[src/hw/rtl/crtc_pkg.sv]
// Package: commands, register selectors, time-of-count type and small reducers for the RTC.
`default_nettype none

package crtc_pkg;

  typedef enum logic [1:0] {
    CMD_TICK  = 2'd0,
    CMD_READ  = 2'd1,
    CMD_WRITE = 2'd2
  } cmd_e;

  localparam logic [3:0] REG_SEC      = 4'd8;
  localparam logic [3:0] REG_MIN      = 4'd9;
  localparam logic [3:0] REG_HOUR     = 4'd10;
  localparam logic [3:0] REG_DAY_LOW  = 4'd11;
  localparam logic [3:0] REG_DAY_HIGH = 4'd12;

  localparam int unsigned SecPerMin   = 60;
  localparam int unsigned MinPerHour  = 60;
  localparam int unsigned HourPerDay  = 24;
  localparam int unsigned DaysWidth   = 16;

  typedef struct packed {
    logic [DaysWidth-1:0] days;
    logic [4:0]           hours;
    logic [5:0]           mins;
    logic [5:0]           secs;
  } rtc_time_t;

  // 2^32 seconds as days, hours, minutes, seconds
  localparam rtc_time_t WrapTime = '{
    days:  16'd49710,
    hours: 5'd6,
    mins:  6'd28,
    secs:  6'd16
  };

  function automatic logic [5:0] mod60(input logic [7:0] d);
    logic [7:0] r;
    r = d;
    for (int k = 1; k <= 4; k++) begin
      if (d >= 8'(k * SecPerMin)) r = d - 8'(k * SecPerMin);
    end
    return r[5:0];
  endfunction

  function automatic logic [4:0] mod24(input logic [7:0] d);
    logic [7:0] r;
    r = d;
    for (int k = 1; k <= 10; k++) begin
      if (d >= 8'(k * HourPerDay)) r = d - 8'(k * HourPerDay);
    end
    return r[4:0];
  endfunction

endpackage

`default_nettype wire

[src/hw/rtl/crtc_if.sv]
// Interfaces: command and read-data channels of the RTC.
`default_nettype none

interface crtc_in_if;
  logic       valid;
  logic       ready;
  logic [1:0] cmd;
  logic [3:0] reg_select;
  logic [7:0] write_data;

  modport source (output valid, output cmd, output reg_select, output write_data, input ready);
  modport sink   (input valid, input cmd, input reg_select, input write_data, output ready);
endinterface

interface crtc_out_if;
  logic       valid;
  logic       ready;
  logic [7:0] read_data;

  modport source (output valid, output read_data, input ready);
  modport sink   (input valid, input read_data, output ready);
endinterface

`default_nettype wire

[src/hw/rtl/cartridge_rtc_elapsed_seconds.sv]
// Top level: cartridge real-time clock held as days, hours, minutes and seconds of a 32-bit count.
//
//   channel  dir  payload                          handshake
//   in_i     in   cmd, reg_select, write_data      valid/ready
//   out_o    out  read_data                        valid/ready
//
// One item per cycle unless out_o stalls; the result is in the output register the next cycle.
// The count is held in mixed radix, so reads are bit selects and writes a one-step wrap fix.
// Reset clears the count and empties the output register.
// A stalled output register holds; in_i.ready is low only while it is full and not taken.
`default_nettype none

module cartridge_rtc_elapsed_seconds (
  input  wire logic clk_i,
  input  wire logic rst_ni,
  crtc_in_if.sink   in_i,
  crtc_out_if.source out_o
);

  crtc_pkg::rtc_time_t state_q, state_d, raw;
  logic [7:0] rd_d, rd_q;
  logic       out_valid_q;
  logic       accept;

  logic [6:0] s_t, m_t;
  logic [5:0] h_t;
  logic       bs, bm, bh;

  assign in_i.ready      = !out_valid_q || out_o.ready;
  assign accept          = in_i.valid && in_i.ready;
  assign out_o.valid     = out_valid_q;
  assign out_o.read_data = rd_q;

  always_comb begin
    raw  = state_q;
    rd_d = '0;
    unique case (crtc_pkg::cmd_e'(in_i.cmd))
      crtc_pkg::CMD_TICK: begin
        if (state_q.secs == 6'(crtc_pkg::SecPerMin - 1)) begin
          raw.secs = '0;
          if (state_q.mins == 6'(crtc_pkg::MinPerHour - 1)) begin
            raw.mins = '0;
            if (state_q.hours == 5'(crtc_pkg::HourPerDay - 1)) begin
              raw.hours = '0;
              raw.days  = state_q.days + 16'd1;
            end else begin
              raw.hours = state_q.hours + 5'd1;
            end
          end else begin
            raw.mins = state_q.mins + 6'd1;
          end
        end else begin
          raw.secs = state_q.secs + 6'd1;
        end
      end
      crtc_pkg::CMD_READ: begin
        unique case (in_i.reg_select)
          crtc_pkg::REG_SEC:      rd_d = {2'b0, state_q.secs};
          crtc_pkg::REG_MIN:      rd_d = {2'b0, state_q.mins};
          crtc_pkg::REG_HOUR:     rd_d = {3'b0, state_q.hours};
          crtc_pkg::REG_DAY_LOW:  rd_d = state_q.days[7:0];
          crtc_pkg::REG_DAY_HIGH: rd_d = {7'b0, state_q.days[8]};
          default:                rd_d = '0;
        endcase
      end
      crtc_pkg::CMD_WRITE: begin
        unique case (in_i.reg_select)
          crtc_pkg::REG_SEC:      raw.secs  = crtc_pkg::mod60(in_i.write_data);
          crtc_pkg::REG_MIN:      raw.mins  = crtc_pkg::mod60(in_i.write_data);
          crtc_pkg::REG_HOUR:     raw.hours = crtc_pkg::mod24(in_i.write_data);
          crtc_pkg::REG_DAY_LOW:  raw.days  = {state_q.days[15:8], in_i.write_data};
          crtc_pkg::REG_DAY_HIGH: raw.days  = {7'b0, in_i.write_data[0], state_q.days[7:0]};
          default:                raw       = state_q;
        endcase
      end
      default: raw = state_q;
    endcase
  end

  // wrap past 2^32: subtract WrapTime digit by digit
  always_comb begin
    s_t = {1'b0, raw.secs} - {1'b0, crtc_pkg::WrapTime.secs};
    bs  = s_t[6];
    if (bs) s_t = s_t + 7'(crtc_pkg::SecPerMin);
    m_t = {1'b0, raw.mins} - {1'b0, crtc_pkg::WrapTime.mins} - {6'b0, bs};
    bm  = m_t[6];
    if (bm) m_t = m_t + 7'(crtc_pkg::MinPerHour);
    h_t = {1'b0, raw.hours} - {1'b0, crtc_pkg::WrapTime.hours} - {5'b0, bm};
    bh  = h_t[5];
    if (bh) h_t = h_t + 6'(crtc_pkg::HourPerDay);
    state_d = raw;
    if (raw >= crtc_pkg::WrapTime) begin
      state_d.secs  = s_t[5:0];
      state_d.mins  = m_t[5:0];
      state_d.hours = h_t[4:0];
      state_d.days  = raw.days - crtc_pkg::WrapTime.days - {15'b0, bh};
    end
  end

  always_ff @(posedge clk_i or negedge rst_ni) begin
    if (!rst_ni) begin
      state_q     <= '0;
      out_valid_q <= 1'b0;
    end else begin
      if (accept) begin
        state_q     <= state_d;
        out_valid_q <= 1'b1;
      end else if (out_o.ready) begin
        out_valid_q <= 1'b0;
      end
    end
  end

  always_ff @(posedge clk_i) begin
    if (accept) rd_q <= rd_d;
  end

  a_digits_in_range: assert property (@(posedge clk_i) disable iff (!rst_ni)
    state_q.secs < 6'(crtc_pkg::SecPerMin) && state_q.mins < 6'(crtc_pkg::MinPerHour)
    && state_q.hours < 5'(crtc_pkg::HourPerDay))
    else $error("time digit out of range");

  a_below_wrap: assert property (@(posedge clk_i) disable iff (!rst_ni)
    state_q < crtc_pkg::WrapTime)
    else $error("count at or above 2^32");

  a_non_read_zero: assert property (@(posedge clk_i) disable iff (!rst_ni)
    accept && (in_i.cmd != crtc_pkg::CMD_READ) |=> out_o.valid && (out_o.read_data == 8'd0))
    else $error("non-read item returned nonzero data");

  a_read_keeps_state: assert property (@(posedge clk_i) disable iff (!rst_ni)
    accept && (in_i.cmd == crtc_pkg::CMD_READ) |=> $stable(state_q))
    else $error("read changed the count");

endmodule

`default_nettype wire
[src/flat_wrapper.sv]
// flat-port wrapper written by rule: the top's interface ports become plain ports
module cartridge_rtc_elapsed_seconds_flat 
  (clk_i, rst_ni, in_i_valid, in_i_cmd, in_i_reg_select, in_i_write_data, in_i_ready, out_o_valid, out_o_read_data, out_o_ready);
  crtc_in_if in_i_i ();
  crtc_out_if out_o_i ();
  input  wire logic clk_i;
  input  wire logic rst_ni;
  input wire logic [$bits(in_i_i.valid)-1:0] in_i_valid;
  input wire logic [$bits(in_i_i.cmd)-1:0] in_i_cmd;
  input wire logic [$bits(in_i_i.reg_select)-1:0] in_i_reg_select;
  input wire logic [$bits(in_i_i.write_data)-1:0] in_i_write_data;
  output wire logic [$bits(in_i_i.ready)-1:0] in_i_ready;
  output wire logic [$bits(out_o_i.valid)-1:0] out_o_valid;
  output wire logic [$bits(out_o_i.read_data)-1:0] out_o_read_data;
  input wire logic [$bits(out_o_i.ready)-1:0] out_o_ready;
  assign in_i_i.valid = in_i_valid;
  assign in_i_i.cmd = in_i_cmd;
  assign in_i_i.reg_select = in_i_reg_select;
  assign in_i_i.write_data = in_i_write_data;
  assign in_i_ready = in_i_i.ready;
  assign out_o_valid = out_o_i.valid;
  assign out_o_read_data = out_o_i.read_data;
  assign out_o_i.ready = out_o_ready;
  cartridge_rtc_elapsed_seconds u_core (.clk_i(clk_i), .rst_ni(rst_ni), .in_i(in_i_i), .out_o(out_o_i));
endmodule
[config.mk]
export PLATFORM = sky130hd
export DESIGN_NAME = cartridge_rtc_elapsed_seconds_flat
export DESIGN_NICKNAME = d
export VERILOG_FILES = /design/src/hw/rtl/crtc_pkg.sv /design/src/hw/rtl/crtc_if.sv /design/src/hw/rtl/cartridge_rtc_elapsed_seconds.sv /design/src/flat_wrapper.sv
export SDC_FILE = /design/constraint.sdc
export NUM_CORES = 1
export LEC_CHECK = 0
export ABC_AREA = 1
export BUFFER_PORTS_ARGS = -buffer_cell sky130_fd_sc_hd__buf_2
export CORE_UTILIZATION = 50
export CTS_CLUSTER_SIZE = 28
export DETAILED_ROUTE_END_ITERATION = 12
export PLACE_DENSITY = 0.67
export SYNTH_ARGS = -nofsm -noshare
export SYNTH_HDL_FRONTEND = slang
export SYNTH_SLANG_ARGS = --single-unit
[constraint.sdc]
create_clock -name clk_i -period 10 [get_ports clk_i]
set_input_delay 0 -clock clk_i [delete_from_list [all_inputs] [get_ports clk_i]]
set_output_delay 0 -clock clk_i [all_outputs]
set_load 0.005 [all_outputs]
==> impl_metrics.toml <==
[logic_synthesis]
synth_fp_nets = 985
synth_warnings = 0
postSynthRegisterBits = 42
synth_area_leaders = "nand2_1 19%, dfrtp_1 15%, ha_1 11%"
synth-seq-area-share = 0.195
synthCells = 915
syn_area_sq_mm = 0.00558
synthDominantAreaCellType = "nand2_1"
synth_top_area_share = 0.187
synthesis.area_per_instance_sq_um = 6.10
post_synth_num_cell_types = 46

[cts]
register_clock_pin_slew_on_the_reported_worst_setup_and_hold_paths_ns = 0.11
tritoncts.num_buffers = 5
clock_tree.buffer_depth = 2
cts_resized = 0
clkSinkCount = 42
cts.root.buffer_cell = "clkbuf_8"
clk_latency_ns = 0.34
cts.repair_timing.setup_buffer_count = 0
h-tree-depth = 2
cts_hold_repair_buffers = 2
tritoncts = "done"

[place]
place_ws_ns = 4.17
port_buffers = 27
post-dp-hpwl_um = 12600
finalWeightedCongestion = 0.952
place.detailed.instances = 1065

[worst_setup_path]
slowest_stage_delay_on_critical_path_ns = 0.48
reg2regPathDepth = 41
critical_path.endpoint_type = "flip-flop"
slowest_stage = "dfrtp_1"
timing.setup.critical_path_class = "flip-flop to flip-flop"
critPathMaxFanout = 7
crit_top_cell = "inv_1"
r2r-start = "u_core.state_q[0]"
reg2reg_to = "u_core.state_q[29]"
timing.critical_path.required_ns = 10.24
crit_path_start_kind = "flip-flop"
rrSetupSlack_ns = 4.10
worstPathArrival_ns = 6.14

[finish]
area_growth_syn_to_layout_pct = 5.92
layout_common_cells = "278 x nand2_1, 139 x inv_1, 85 x nand3_1"
stdcell_count = 1075
postLayoutCoreUtil = 0.545
post_route_cells_drive_above_1_share = 0.0727
num_antenna_cells = 0
final_common_cell = "nand2_1"
final_net_count = 1004

[power_and_ir_drop]
p_leak_uw = 0.00311
vdd_drop_max_mv = 0.0934
power.density_mw_per_mm2 = 150

[timing]
transition_time_at_the_pin_with_the_least_slew_margin_ns = 0.884
setup_tns_ns = 0
timing.final.crit_period_ns = 5.90
period_share = 0.590
maxSlewHeadroom = 0.411
fmaxAchievable_mhz = 170
skew_ns = 0.0161
hold_violations = 0
final.setup.worst_slack_ns = 4.10
rsz0062_at_grt = "false"
setup_violations = 0
maxSlewViolCount = 0

[floorplan]
io_pins = 28
dieHeight_um = 108
initial_utilization = 0.515
fp-row-count = 38
floorplan.die.width_um = 108
coreArea_sq_mm = 0.0108
floorplan.die_area_sq_mm = 0.0116

[grt]
initial_antenna_violation_count = 0
first_global_vias = 5357
grt.overflow.total = 0
grt_max_degree = 54
grt_first_pass_wirelength_um = 27100
grt_use_total = 0.300

[run_status]
outcome = "finished clean"

[drt]
first_pass_iteration_count_of_the_detailed_router = 5
wl_per_cell_um = 15.6
detailedRoute.firstIterationViolations = 627
routed_wl_um = 16700
drc_errors = 0
avgViaCountPerCell = 5.66
drt.antenna.violating_nets = 0
vias_post_dr = 6085

[hold_path]
worstHoldEndpoint = "u_core.state_q[1]"
holdCritStartpoint = "in_i_write_data[1]"
worstHoldPathType = "input pin to flip-flop"
min_delay_path_depth = 3

[flow_run]
max_cap_violations = 0
==> state kept, by name, indices dropped and copies added (netlist names) <==
signal                  cells
u_core.out_o.read_data      8
u_core.out_o.valid          1
u_core.state_q             33
==> how the worst max path moves through the flow <==
stage / endpoint / depth (start not counted) / from / slack, ns
global placement: u_core.state_q[29] / 41 / u_core.state_q[0] / 4.28
CTS: u_core.state_q[29] / 41 / u_core.state_q[0] / 4.15
detailed placement: u_core.state_q[29] / 41 / u_core.state_q[0] / 4.17
finish: u_core.state_q[29] / 41 / u_core.state_q[0] / 4.10
floorplan: u_core.state_q[29] / 41 / u_core.state_q[0] / 4.96
global route: u_core.state_q[29] / 41 / u_core.state_q[0] / 3.42
==> metal layers <==
metal | global-route usage | wire length (um)
met4 | 0.0959 | 349
met2 | 0.451 | 7100
met5 | 0 | 0
met3 | 0.0460 | 1380
met1 | 0.437 | 7880
==> metrics by stage <==
step / total power (uW) / instance area (sq um) / hold slack [ns]
after floorplan: 621 / 5580 / -0.296
after global placement: 751 / 5800 / 0.171
after detailed placement: 751 / 5800 / 0.173
after CTS: 885 / 5910 / 0.0684
after global routing: 973 / 5910 / 0.158
final: 889 / 5910 / 0.0828
==> Yosys cell counts (all sizes together) <==
cell type / n
a211oi: 1
a21boi: 1
a21o: 1
a21oi: 46
a221oi: 6
a22o: 1
a22oi: 2
a31oi: 3
buf: 11
clkbuf: 10
clkinv: 2
dfrtp: 34
edfxtp: 8
fa: 1
ha: 51
inv: 144
nand2: 283
nand3: 85
nand3b: 5
nand4: 14
nor2: 76
nor3: 18
nor4: 1
o211ai: 16
o21ai: 60
o221ai: 3
o22ai: 9
o31ai: 2
or2: 5
xnor2: 3
xor2: 13
==> power breakdown <==
group	internal, uW	leakage [uW]	switching (uW)
logic	173	0.00254	322
registers	209	0.000519	56.7
clock network	50.6	0.0000447	78.2
==> area by class of cell <==
type                    count  area (sq um)
inverters                 146           548
repair buffers             33           185
flip-flops and latches     42          1090
multi-input cells         706          3820
fillers                  1143          4930
clock inverters             3          25.0
well taps                 140           175
clock buffers               5          68.8
==> critical path: cells and delay by family, from the launching register on <==
kind / cells / cell delay, ns
AOI/OAI and AO/OA: 6 / 0.74
xor gates and xnor gates: 2 / 0.33
and+or+nand+nor: 17 / 2.26
adders and majority gates: 7 / 1.34
buffers and inverters: 9 / 0.64
DFF: 1 / 0.48
==> cells by family (layout without fill, tap and decap cells) <==
group,count (synthesis),in the layout,share of synthesized area
xor+xnor,16,16,0.0251
buf+inv,167,187,0.120
fa+ha+maj,52,52,0.118
flops,42,42,0.195
compound gates,151,151,0.158
simple gates,487,487,0.383
Note: power is estimated with default switching activity, not from simulation.
